`src/hw/rtl/ddp_pkg.sv`:
```
// Shared types, constants and the multiply program for the pose step unit.
// No dependencies; every other file of the block imports this package.
`default_nettype none
package ddp_pkg;

    localparam int WORD_BITS    = 32;
    localparam int FRAC_BITS    = 16;
    localparam int CORDIC_STEPS = 24;

    localparam int AXLE_BITS  = 31;
    localparam int DT_BITS    = 17;
    localparam int ANG_BITS   = 32;
    localparam int CFG_BITS   = 31;
    localparam int CFG_IDX_BITS = 1;
    localparam int SUM_BITS   = WORD_BITS + 1;
    localparam int NUM_BITS   = SUM_BITS + DT_BITS;
    localparam int TURN_SHIFT = 61 - FRAC_BITS;
    localparam int DVD_BITS   = NUM_BITS + TURN_SHIFT;
    localparam int DCNT_BITS  = $clog2(DVD_BITS + 1);
    localparam int CV_BITS    = 34;
    localparam int CCNT_BITS  = $clog2(CORDIC_STEPS + 1);
    localparam int PC_BITS    = 3;

    localparam logic [CFG_IDX_BITS-1:0] CFG_AXLE = 1'b0;
    localparam logic [CFG_IDX_BITS-1:0] CFG_DT   = 1'b1;

    localparam logic [AXLE_BITS-1:0] AXLE_RESET = 31'd65536;
    localparam logic [DT_BITS-1:0]   DT_RESET   = 17'd655;

    localparam logic [32:0] TWOPI_Q29 = 33'd3373259426;
    localparam logic signed [CV_BITS-1:0] GAIN_Q30 = 34'sd652032874;
    localparam logic signed [CV_BITS-1:0] QUARTER  = 34'sd1073741824;
    localparam logic signed [CV_BITS-1:0] HALF     = 34'sd2147483648;
    localparam logic signed [63:0] WIDE_LIM = 64'sh1000_0000_0000_0000;
    localparam logic signed [63:0] POS_MAX  = (64'sd1 <<< (WORD_BITS - 1)) - 64'sd1;
    localparam logic signed [63:0] POS_MIN  = -(64'sd1 <<< (WORD_BITS - 1));

    localparam logic [31:0] ATAN_BAM [32] = '{
        32'd536870912, 32'd316933406, 32'd167458907, 32'd85004756, 32'd42667331,
        32'd21354465, 32'd10679838, 32'd5340245, 32'd2670163, 32'd1335087,
        32'd667544, 32'd333772, 32'd166886, 32'd83443, 32'd41722, 32'd20861,
        32'd10430, 32'd5215, 32'd2608, 32'd1304, 32'd652, 32'd326, 32'd163,
        32'd81, 32'd41, 32'd20, 32'd10, 32'd5, 32'd3, 32'd1, 32'd1, 32'd0
    };

    typedef enum logic [4:0] {
        OP_NONE, OP_LOAD, OP_CORD_STEP, OP_CORD_SAVE_H, OP_NUM, OP_DEN, OP_DIV_STEP,
        OP_TURN, OP_DIST, OP_RNUM, OP_RSAVE, OP_CORD_SAVE_T, OP_MQ_PREP, OP_MQ_LO,
        OP_MQ_HI, OP_MQ_FIN, OP_UPDATE
    } t_op;

    typedef enum logic [1:0] {A_DIST, A_R, A_RS, A_RC} t_asel;
    typedef enum logic [1:0] {B_CH, B_SH, B_CA, B_SA} t_bsel;
    typedef enum logic [2:0] {D_RS, D_RC, D_XADD, D_YADD, D_YSUB} t_dst;

    typedef struct packed {
        t_asel asel;
        t_bsel bsel;
        t_dst  dst;
        logic  last;
    } t_prog_ent;

    typedef struct packed {
        t_op   op;
        t_asel asel;
        t_bsel bsel;
        t_dst  dst;
    } t_cmd;

    typedef struct packed {
        logic cord_done;
        logic div_done;
        logic turn_zero;
        logic out_busy;
    } t_stat;

    typedef enum logic [3:0] {
        S_IDLE, S_CORD_H, S_NUM, S_DEN, S_DIVT, S_BRANCH, S_DIVR, S_CORD_T,
        S_MQ_PREP, S_MQ_LO, S_MQ_HI, S_MQ_FIN, S_UPD
    } t_state;

    localparam logic [PC_BITS-1:0] PC_CURVED   = 3'd0;
    localparam logic [PC_BITS-1:0] PC_STRAIGHT = 3'd6;

    // curved: rs, rc, then the four rotation terms; straight: two terms
    function automatic t_prog_ent prog_entry(input logic [PC_BITS-1:0] pc);
        t_prog_ent e;
        case (pc)
            3'd0: e = '{asel: A_R,    bsel: B_SH, dst: D_RS,   last: 1'b0};
            3'd1: e = '{asel: A_R,    bsel: B_CH, dst: D_RC,   last: 1'b0};
            3'd2: e = '{asel: A_RS,   bsel: B_CA, dst: D_XADD, last: 1'b0};
            3'd3: e = '{asel: A_RC,   bsel: B_SA, dst: D_XADD, last: 1'b0};
            3'd4: e = '{asel: A_RS,   bsel: B_SA, dst: D_YADD, last: 1'b0};
            3'd5: e = '{asel: A_RC,   bsel: B_CA, dst: D_YSUB, last: 1'b1};
            3'd6: e = '{asel: A_DIST, bsel: B_CH, dst: D_XADD, last: 1'b0};
            default: e = '{asel: A_DIST, bsel: B_SH, dst: D_YADD, last: 1'b1};
        endcase
        return e;
    endfunction

endpackage
`default_nettype wire

```
`src/hw/rtl/ddp_ctrl.sv`:
```
// Sequencer for the pose step: walks CORDIC, divider and multiply phases.
// Depends on ddp_pkg; drives the datapath through t_cmd, reads t_stat.
`default_nettype none
module ddp_ctrl import ddp_pkg::*; (
    input  wire logic  i_clk,
    input  wire logic  i_rst_n,
    input  wire logic  i_in_valid,
    output logic       o_in_ready,
    input  wire t_stat i_stat,
    output t_cmd       o_cmd
);

    t_state r_state, n_state;
    logic [PC_BITS-1:0] r_pc, n_pc;
    t_prog_ent w_ent;

    always_ff @(posedge i_clk) begin
        if (!i_rst_n) begin
            r_state <= S_IDLE;
            r_pc    <= PC_CURVED;
        end else begin
            r_state <= n_state;
            r_pc    <= n_pc;
        end
    end

    always_comb begin
        w_ent       = prog_entry(r_pc);
        o_cmd.op    = OP_NONE;
        o_cmd.asel  = w_ent.asel;
        o_cmd.bsel  = w_ent.bsel;
        o_cmd.dst   = w_ent.dst;
        o_in_ready  = 1'b0;
        n_state     = r_state;
        n_pc        = r_pc;
        case (r_state)
            S_IDLE: begin
                o_in_ready = 1'b1;
                if (i_in_valid) begin
                    o_cmd.op = OP_LOAD;
                    n_state  = S_CORD_H;
                end
            end
            S_CORD_H: begin
                if (i_stat.cord_done) begin
                    o_cmd.op = OP_CORD_SAVE_H;
                    n_state  = S_NUM;
                end else begin
                    o_cmd.op = OP_CORD_STEP;
                end
            end
            S_NUM: begin
                o_cmd.op = OP_NUM;
                n_state  = S_DEN;
            end
            S_DEN: begin
                o_cmd.op = OP_DEN;
                n_state  = S_DIVT;
            end
            S_DIVT: begin
                if (i_stat.div_done) begin
                    o_cmd.op = OP_TURN;
                    n_state  = S_BRANCH;
                end else begin
                    o_cmd.op = OP_DIV_STEP;
                end
            end
            S_BRANCH: begin
                if (i_stat.turn_zero) begin
                    o_cmd.op = OP_DIST;
                    n_pc     = PC_STRAIGHT;
                    n_state  = S_MQ_PREP;
                end else begin
                    o_cmd.op = OP_RNUM;
                    n_state  = S_DIVR;
                end
            end
            S_DIVR: begin
                if (i_stat.div_done) begin
                    o_cmd.op = OP_RSAVE;
                    n_state  = S_CORD_T;
                end else begin
                    o_cmd.op = OP_DIV_STEP;
                end
            end
            S_CORD_T: begin
                if (i_stat.cord_done) begin
                    o_cmd.op = OP_CORD_SAVE_T;
                    n_pc     = PC_CURVED;
                    n_state  = S_MQ_PREP;
                end else begin
                    o_cmd.op = OP_CORD_STEP;
                end
            end
            S_MQ_PREP: begin
                o_cmd.op = OP_MQ_PREP;
                n_state  = S_MQ_LO;
            end
            S_MQ_LO: begin
                o_cmd.op = OP_MQ_LO;
                n_state  = S_MQ_HI;
            end
            S_MQ_HI: begin
                o_cmd.op = OP_MQ_HI;
                n_state  = S_MQ_FIN;
            end
            S_MQ_FIN: begin
                o_cmd.op = OP_MQ_FIN;
                if (w_ent.last) begin
                    n_state = S_UPD;
                end else begin
                    n_pc    = r_pc + 3'd1;
                    n_state = S_MQ_PREP;
                end
            end
            S_UPD: begin
                if (!i_stat.out_busy) begin
                    o_cmd.op = OP_UPDATE;
                    n_state  = S_IDLE;
                end
            end
            default: begin
                n_state = S_IDLE;
            end
        endcase
    end

endmodule
`default_nettype wire

```
`config.mk`:
```
export PLATFORM = sky130hd
export DESIGN_NAME = ddp_ctrl
export DESIGN_NICKNAME = d
export VERILOG_FILES = /design/src/hw/rtl/ddp_pkg.sv /design/src/hw/rtl/ddp_ctrl.sv
export SDC_FILE = /design/constraint.sdc
export NUM_CORES = 1
export LEC_CHECK = 0
export ABC_AREA = 1
export BUFFER_PORTS_ARGS = -buffer_cell sky130_fd_sc_hd__buf_2
export CAP_MARGIN = 10
export CORE_MARGIN = 2
export CORE_UTILIZATION = 52
export CTS_CLUSTER_DIAMETER = 60
export DETAILED_ROUTE_END_ITERATION = 10
export GPL_ROUTABILITY_DRIVEN = 0
export PLACE_DENSITY = 0.82
export SLEW_MARGIN = 20
export SYNTH_ARGS = -nofsm -noshare
export SYNTH_HDL_FRONTEND = slang
export SYNTH_SLANG_ARGS = --single-unit
export TNS_END_PERCENT = 20
```
`constraint.sdc`:
```
create_clock -name i_clk -period 1.4 [get_ports i_clk]
set_clock_uncertainty 0.15 [all_clocks]
set_input_delay 0.14 -clock i_clk [delete_from_list [all_inputs] [get_ports i_clk]]
set_output_delay 0.14 -clock i_clk [all_outputs]
set_load 0.05 [all_outputs]
```
# After elaboration in Yosys (flattened, before gate mapping)
# Index checks and enable logic that the tools add are counted.
# word_totals
regBits,7
output_inout_bits,13
inputBits,7
wordCells,57
# op_classes
n_reduce_logical,5
n_addsub,1
eq_ne,26
n_mux,23
# ops
cell,count
$pmux W5 S13,1
$pmux W8 S7,1
$pmux W4 S13,1
$mux W4,9
$eq A4 B4 Y1 const B,5
$eq A4 B3 Y1 const B,4
$ne A2 B2 Y1 const B,8
$mux W3,4
$eq A3 B3 Y1 const B,3
$pmux W3 S3,1
$eq A4 B2 Y1 const B,2
$eq A3 B2 Y1 const B,2
$reduce_and A6 Y1,1
$mux W1,5
$mux W5,1
$eq A4 B1 Y1 const B,1
$logic_not A4 Y1,1
$reduce_and A4 Y1,1
$add A3 B1 Y3 const B,1
$eq A3 B1 Y1 const B,1
$logic_not A3 Y1,1
$reduce_bool A3 Y1,1

# Logic depth before layout (Yosys ltp)
# Gate-level depths: netlist of the first run.
# depth
depth_word,4
mapped_depth,9
mapped_depth_nobuf,9

# Least setup slack after synthesis of the first run
# No wires, ideal clock.
# synth_timing
path_type,register to output
from,register r_state[3]
to,output port o_cmd[7] (netlist name)
setup_slack_ns,-0.804
path_buffers,0
path_stages_with_launch,8
required_ns,1.110
t_arrival_ns,1.914
path_cell_list,dfxtp_1 > nor2_1 > inv_1 > nor2_1 > nand2_1 > o21ai_0 > nor2_1 > nand3_1
# synth_lines
item,line_no,rtl
"start, declared",ddp_ctrl.sv:13,"t_state r_state, n_state;"
"start signal, assigned",ddp_ctrl.sv:22,r_state <= n_state;
"end, declared",ddp_ctrl.sv:10,output t_cmd o_cmd

==> results.md, run 1 <==
- Fmax: 541 MHz
- Synth Flop Type: dfxtp_1
- Initial antenna violation count: 0
- Period utilization: 132%
- DRC: 0
- I/O pin count: 20
- Yosys warning count: 0
- Drt wl/cell: 18.7 um
- Post-route ant nets: 0
- Final worst path period need: 1850 ps
- Core area: 1490 sq um
- Vias per cell: 6.13
- Setup_tns: -5220 ps
- CP Data Required Time: 1110 ps
- CP Capture Type: output port
- First-pass GRT wire length: 4400 um
- Async SR Flop Fraction: 0%
- Reg2Reg Capture Point: r_pc[1]
- Worst slew pin tran: 268 ps
- Worst IR Drop VDD: 0.00309 V
- Pwr dens: 2800 nW/um^2
- # diodes: 0
- Hpwl dp: 1920 um
- Total CTS buffers: 3
- Slew Limit Fails: 0
- Global Route Usage Sum: 31.1%
- Critical Path Sink: o_cmd[0]
- Clk Tree Root Cell: clkbuf_4
- Startpoint Class: flip-flop
- CP Data Arrival Time: 1560 ps
- Hold Path Depth: 7
- Pre-CTS setup slack: -192 ps
- Die height: 43.5 um
- Final #Nets: 203
- Htree depth: 1
- Vias in the first global route: 1041
- Commonest cells in the netlist: nand2_1, nor2_1, inv_1
- Area of the die: 1890 sq um
- IO buf count: 19
- Final instance area: 1420 sq um
- Remaining global-route overflow: 0
- Placed inst area: 1140 sq um
- Yosys top cell by area: dfxtp_1
- TritonCTS clock tree: built
- Final Hold Fails: 0
- Hold WC Path Type: input port to flip-flop
- FF-to-FF setup slack: -230 ps
- Synth Register Bits: 7
- Deepest clock path buffer count: 2
- Sequential share of the synthesized area: 17.3%
- Slew HR: 82.1%
- Multi-input gate area: 727 sq um
- Drt pass-1 iters: 5
- Chip Width: 43.5 um
- Crit. Startpoint: r_pc[1]
- Fillers: 40
- Max cap viols: 0
- Total number of vias: 1268
- Area Growth Syn to Fin: 75.7%
- Peak fanout along the critical path: 4
- Count leader, synth: nand2_1
- RSZ-0062 raised after global routing: true
- Syn_area_per_cell: 5.62 sq um
- Cell count after synthesis: 144
- Leak pwr: 0.736 nW
- CTS Sinks: 7
- Final wirelength: 3860 um
- Post-synth EDFFs: 0
- FP Rows: 14
- Detailed Route Iter0 Violations: 72
- Starting Density: 54.4%
- RR Startpoint: r_state[0]
- Failing checks: setup timing
- Status: complete, but fails checks
- Syn nets: 155
- Top-area cell type share of the netlist area: 17.3%
- PnR worst setup slack: -447 ps
- Power, Total: 0.00398 W
- Reg clk slew, reported paths: 60 ps
- Pin count of the biggest net entering global routing: 10
- Crit path kind: flip-flop to output port
- Final setup vio count: 20
- Top cells by area, synth: dfxtp_1, nand2_1, nor2_1
- FF/Latch Area: 159 sq um
- Reg2reg path depth: 10
- Skew-Pair Late Insertion Delay: 270 ps
- Share of post-route cells with drive strength above 1: 57.1%
- Mapped cell area: 810 sq um
- Synth cell types: 22
[registers in the layout, indices dropped and copies added, names as in the netlist]
register and count:
r_pc 3, r_state 4
[cell usage in the layout (no fill, tap or decap), drive strengths merged, types with 4 or more instances in the layout]
cell and n:
buf 44, nand2 37, nor2 32, inv 28, nand3 16, dfxtp 7, o21ai 6, ha 4
clkbuf 4
[layer usage]
metal	routed length, um	vias up	track usage [%]
met5	0	-	0
met4	224	0	14.5
met3	313	30	8.33
met2	2010	115	58.5
met1	1320	575	31.5
li1	-	548	-
[worst min-delay path by stage]
stage,to,slack [ps],from
final,r_state[3],250,i_stat[1]
after CTS,r_state[3],180,i_stat[1]
after global routing,r_state[3],280,i_stat[1]
after detailed placement,r_pc[1],280,i_rst_n
after floorplan,r_pc[0],100,i_rst_n
after global placement,r_pc[0],270,i_rst_n
[per-stage QoR]
step           hold WS (ps)  cells  utilization, %
3_3_place_gp            273    199            76.7
6_report                254    207            95.5
2_1_floorplan           101    144               -
3_5_place_dp            282    199            76.7
5_1_grt                 278    207            95.5
4_1_cts                 175    204            87.2
[worst max-delay path, stage by stage (launching register included)]
cell	delay (ps)
dfxtp_4	370
inv_4	80
ha_4	140
inv_2	40
buf_4	130
o211ai_1	260
buf_4	260
[cell families (layout without fill, tap and decap cells)]
| logic type | count (synthesis) | in the layout | share of synthesized area (%) |
|---|---|---|---|
| AND/OR/NAND/NOR | 88 | 88 | 49.9 |
| flip-flops | 7 | 7 | 17.3 |
| adder cells (fa/ha/maj) | 4 | 4 | 6.18 |
| AO/OA/AOI/OAI | 15 | 15 | 11.7 |
| buffers and inverters | 30 | 77 | 14.8 |
[power breakdown]
group / switching, W / leakage [nW] / internal [W]
clock: 0.0000918 / 0.0150 / 0.000110
sequential: 0.000148 / 0.0614 / 0.000303
combinational: 0.00208 / 0.659 / 0.00125
[cell type report]
class,count,area share (%)
multi-input cells,107,51.1
repair buffers,45,26.6
flip-flops and latches,7,11.2
inverters,28,7.92
clock buffers,4,1.85
well taps,16,1.41
[repair_timing]
action / CTS / global route
hold endpoints to repair: 5 / 0
gates resized for setup: 46 / 30
buffers inserted: 0 / 3
hold buffers: 1 / 0
pin swaps: 5 / 10
endpoints found under the setup margin: 20 / 20
No activity file was read; power rests on OpenSTA's default activity.
==> run 2: changes to the inputs <==
--- a/config.mk
+++ b/config.mk
@@ -7,13 +7,13 @@
 export LEC_CHECK = 0
 export ABC_AREA = 1
 export BUFFER_PORTS_ARGS = -buffer_cell sky130_fd_sc_hd__buf_2
-export CAP_MARGIN = 10
+export CAP_MARGIN = 25
 export CORE_MARGIN = 2
 export CORE_UTILIZATION = 52
 export CTS_CLUSTER_DIAMETER = 60
 export DETAILED_ROUTE_END_ITERATION = 10
 export GPL_ROUTABILITY_DRIVEN = 0
-export PLACE_DENSITY = 0.82
+export PLACE_DENSITY = 0.89
 export SLEW_MARGIN = 20
 export SYNTH_ARGS = -nofsm -noshare
 export SYNTH_HDL_FRONTEND = slang
==> run 2 against run 1 <==
Net effect:
- the run now fails in 5_1_grt
- area after synthesis did not move
- synthesized cell count stayed put
==> results.md, run 2 <==
- IO buf count: 19
- Hpwl dp: 1910 um
- Top-area cell type share of the netlist area: 17.3%
- Yosys top cell by area: dfxtp_1
- Commonest cells in the netlist: nand2_1, nor2_1, inv_1
- Chip Width: 43.5 um
- Pin count of the biggest net entering global routing: 11
- CTS Sinks: 7
- Mapped cell area: 810 sq um
- Top cells by area, synth: dfxtp_1, nand2_1, nor2_1
- Synth Register Bits: 7
- Worst EP post-GRT repair: o_cmd[0]
- WEP type: top-level output
- Clk Tree Root Cell: clkbuf_4
- Yosys warning count: 0
- Status: did not finish
- I/O pin count: 20
- Cell count after synthesis: 144
- Error msg: [ERROR DPL-0038] Utilization greater than 100%, impossible to legalize
- Count leader, synth: nand2_1
- FP Rows: 14
- Syn nets: 155
- Async SR Flop Fraction: 0%
- Htree depth: 1
- Die height: 43.5 um
- Deepest clock path buffer count: 2
- Stopped at: 5_1_grt
- Sequential share of the synthesized area: 17.3%
- Syn_area_per_cell: 5.62 sq um
- Starting Density: 54.4%
- Total CTS buffers: 3
- Synth Flop Type: dfxtp_1
- Synth cell types: 22
- Post-synth EDFFs: 0
- Post-CTS Hold Fix Bufs: 0
==> run 2: logic make-up after synthesis <==
group           share of synthesized area, %
simple gates                            49.9
buf+inv                                 14.8
compound gates                          11.7
flops                                   17.3
fa+ha+maj                               6.18
==> run 2: repair_timing <==
item                       4_1_cts
gates resized for setup         68
buffers inserted                 6
setup endpoints to repair       20
pin swaps                       14
cloned                           0
==> run 2: per-stage QoR <==
stage / worst slack, ps / cells / TNS [ps] / util (%) / area, sq um
floorplan: -265 / 144 / -1620 / - / 881
global placement: -140 / 196 / -1260 / 75.2 / 1120
detailed placement: -187 / 196 / -2060 / 75.2 / 1120
CTS: -304 / 206 / -3170 / 93.9 / 1400
==> run 3: changes to the inputs <==
--- a/config.mk
+++ b/config.mk
@@ -8,12 +8,11 @@
 export ABC_AREA = 1
 export BUFFER_PORTS_ARGS = -buffer_cell sky130_fd_sc_hd__buf_2
 export CAP_MARGIN = 25
-export CORE_MARGIN = 2
-export CORE_UTILIZATION = 52
-export CTS_CLUSTER_DIAMETER = 60
+export CORE_AREA = 2 2 63 65
 export DETAILED_ROUTE_END_ITERATION = 10
+export DIE_AREA = 0 0 65 67
 export GPL_ROUTABILITY_DRIVEN = 0
-export PLACE_DENSITY = 0.89
+export PLACE_DENSITY_LB_ADDON = 0.15
 export SLEW_MARGIN = 20
 export SYNTH_ARGS = -nofsm -noshare
 export SYNTH_HDL_FRONTEND = slang
==> run 3 against run 2 <==
Net effect:
- the flow now finishes, with violations (setup timing)
==> results.md, run 3 (synthesized netlist as in run 1, its figures left out) <==
- Status: complete, but fails checks
- Failing checks: setup timing
- Reg with most FFs: r_state
- Placed inst area: 1200 sq um
- Largest delay contributor family on the critical path: flip-flops
- Remaining global-route overflow: 0
- Post-route ant nets: 0
- Pin count of the biggest net entering global routing: 12
- RSZ-0062 raised after global routing: true
- DRC: 0
- Post-CTS Hold Fix Bufs: 0
- Vias per cell: 4.28
- Reg clk slew, reported paths: 40 ps
- TritonCTS clock tree: built
- Drt wl/cell: 10.4 um
- CP Capture Type: output port
- # diodes: 0
- CTS Sinks: 7
- PnR worst setup slack: -261 ps
- Largest regs: r_state (4), r_pc (3)
- Deepest clock path buffer count: 2
- Most frequent cells in the layout: nand2_1, buf_4, nor2_1, buf_6, inv_1
- First-pass GRT wire length: 4240 um
- Buf+Inv Stages, Crit Path: 3
- Starting Density: 22.4%
- Pwr dens: 2590 nW/um^2
- Final instance area: 1560 sq um
- IO buf count: 19
- Critical path cell sequence: inv_4 -> ha_4 -> inv_4 -> o2111ai_4 -> o211ai_1 -> buf_4
- Leading cell type in the layout, fill and taps excluded: nand2_1
- Worst hold slack: 45.5 ps
- Critical-path top delay cell: dfxtp_4
- Max cap viols: 0
- Fin util: 43.4%
- Drt pass-1 iters: 4
- Die height: 67 um
- Slew Limit Fails: 0
- CP max stage delay: 390 ps
- FP Rows: 22
- Area Growth Syn to Fin: 93.2%
- Final setup vio count: 19
- Startpoint Class: flip-flop
- Fmax: 602 MHz
- Critical Path Most Common Cell: inv_4
- Total CTS buffers: 3
- Largest register FFs: 4
- Worst IR Drop VDD: 0.000737 V
- Worst slew pin tran: 269 ps
- Final #Nets: 206
- Hpwl dp: 2010 um
- FF/Latch Area: 159 sq um
- Final worst path period need: 1660 ps
- Hold WC Path Type: input port to flip-flop
- Peak fanout along the critical path: 5
- Area of the die: 4360 sq um
- Slew HR: 82.1%
- Global Route Usage Sum: 12.4%
- Chip Width: 65 um
- Core area: 3610 sq um
- Initial antenna violation count: 0
- CP Data Required Time: 1110 ps
- CP Data Arrival Time: 1370 ps
- Detailed Route Iter0 Violations: 25
- I/O pin count: 20
- Fillers: 395
- Share of post-route cells with drive strength above 1: 57.7%
- Skew-Pair Late Insertion Delay: 220 ps
- Period utilization: 119%
- Multi-input gate area: 761 sq um
- Crit path kind: flip-flop to output port
- Final Hold Fails: 0
- Htree depth: 1
- Vias in the first global route: 1011
- Clk Tree Root Cell: clkbuf_8
- Leak pwr: 0.756 nW
- Pre-CTS setup slack: -177 ps
- Final wirelength: 2510 um
- Total number of vias: 1036
-- run 3: final cells by class --
class	instances	share of cell area, %
multi-input combinational	107	48.6
inverter	28	7.84
sequential	7	10.2
clock buffer	4	2.88
tap	48	3.84
timing repair buffer	48	26.6
-- run 3: power breakdown --
part           total, W  switching (W)  internal [W]  leakage [nW]
logic           0.00332        0.00193       0.00139         0.672
registers      0.000447       0.000144      0.000303        0.0614
clock network  0.000281      0.0000843      0.000197        0.0228
-- run 3: layer usage --
| metal | up-vias | wire (um) | global-route usage (%) |
|---|---|---|---|
| met3 | 2 | 64 | 1.69 |
| li1 | 558 | - | - |
| met4 | 0 | 21 | 5.59 |
| met2 | 10 | 1250 | 22.0 |
| met5 | - | 0 | 0 |
| met1 | 466 | 1170 | 14.8 |
-- run 3: final timing paths --
kind                    from         end  slack (ps)  cells after the start
setup / recovery     r_pc[0]    o_cmd[0]        -260                      6
hold / removal       i_rst_n  r_state[2]          50                      3
setup reg to reg  r_state[1]  r_state[3]        -140                     12
hold reg to reg      r_pc[0]     r_pc[0]         410                      2
-- run 3: what timing repair did --
| action | in CTS | in global routing |
|---|---|---|
| pin swaps | 10 | 14 |
| setup buffers | 1 | 4 |
| resized for setup | 73 | 17 |
| setup endpoints to repair | 20 | 20 |
-- run 3: metrics by stage --
step	TNS, ps	power (W)	instances
floorplan	-1620	0.00219	144
global placement	-1820	0.00300	233
detailed placement	-2110	0.00300	233
CTS	-2780	0.00388	238
global route	-4360	0.00432	242
finish	-2900	0.00405	242
-- run 3: tightest hold or removal path, stage by stage --
cell     delay [ps]
buf_2           140
nand2_1          70
nor2_1           30
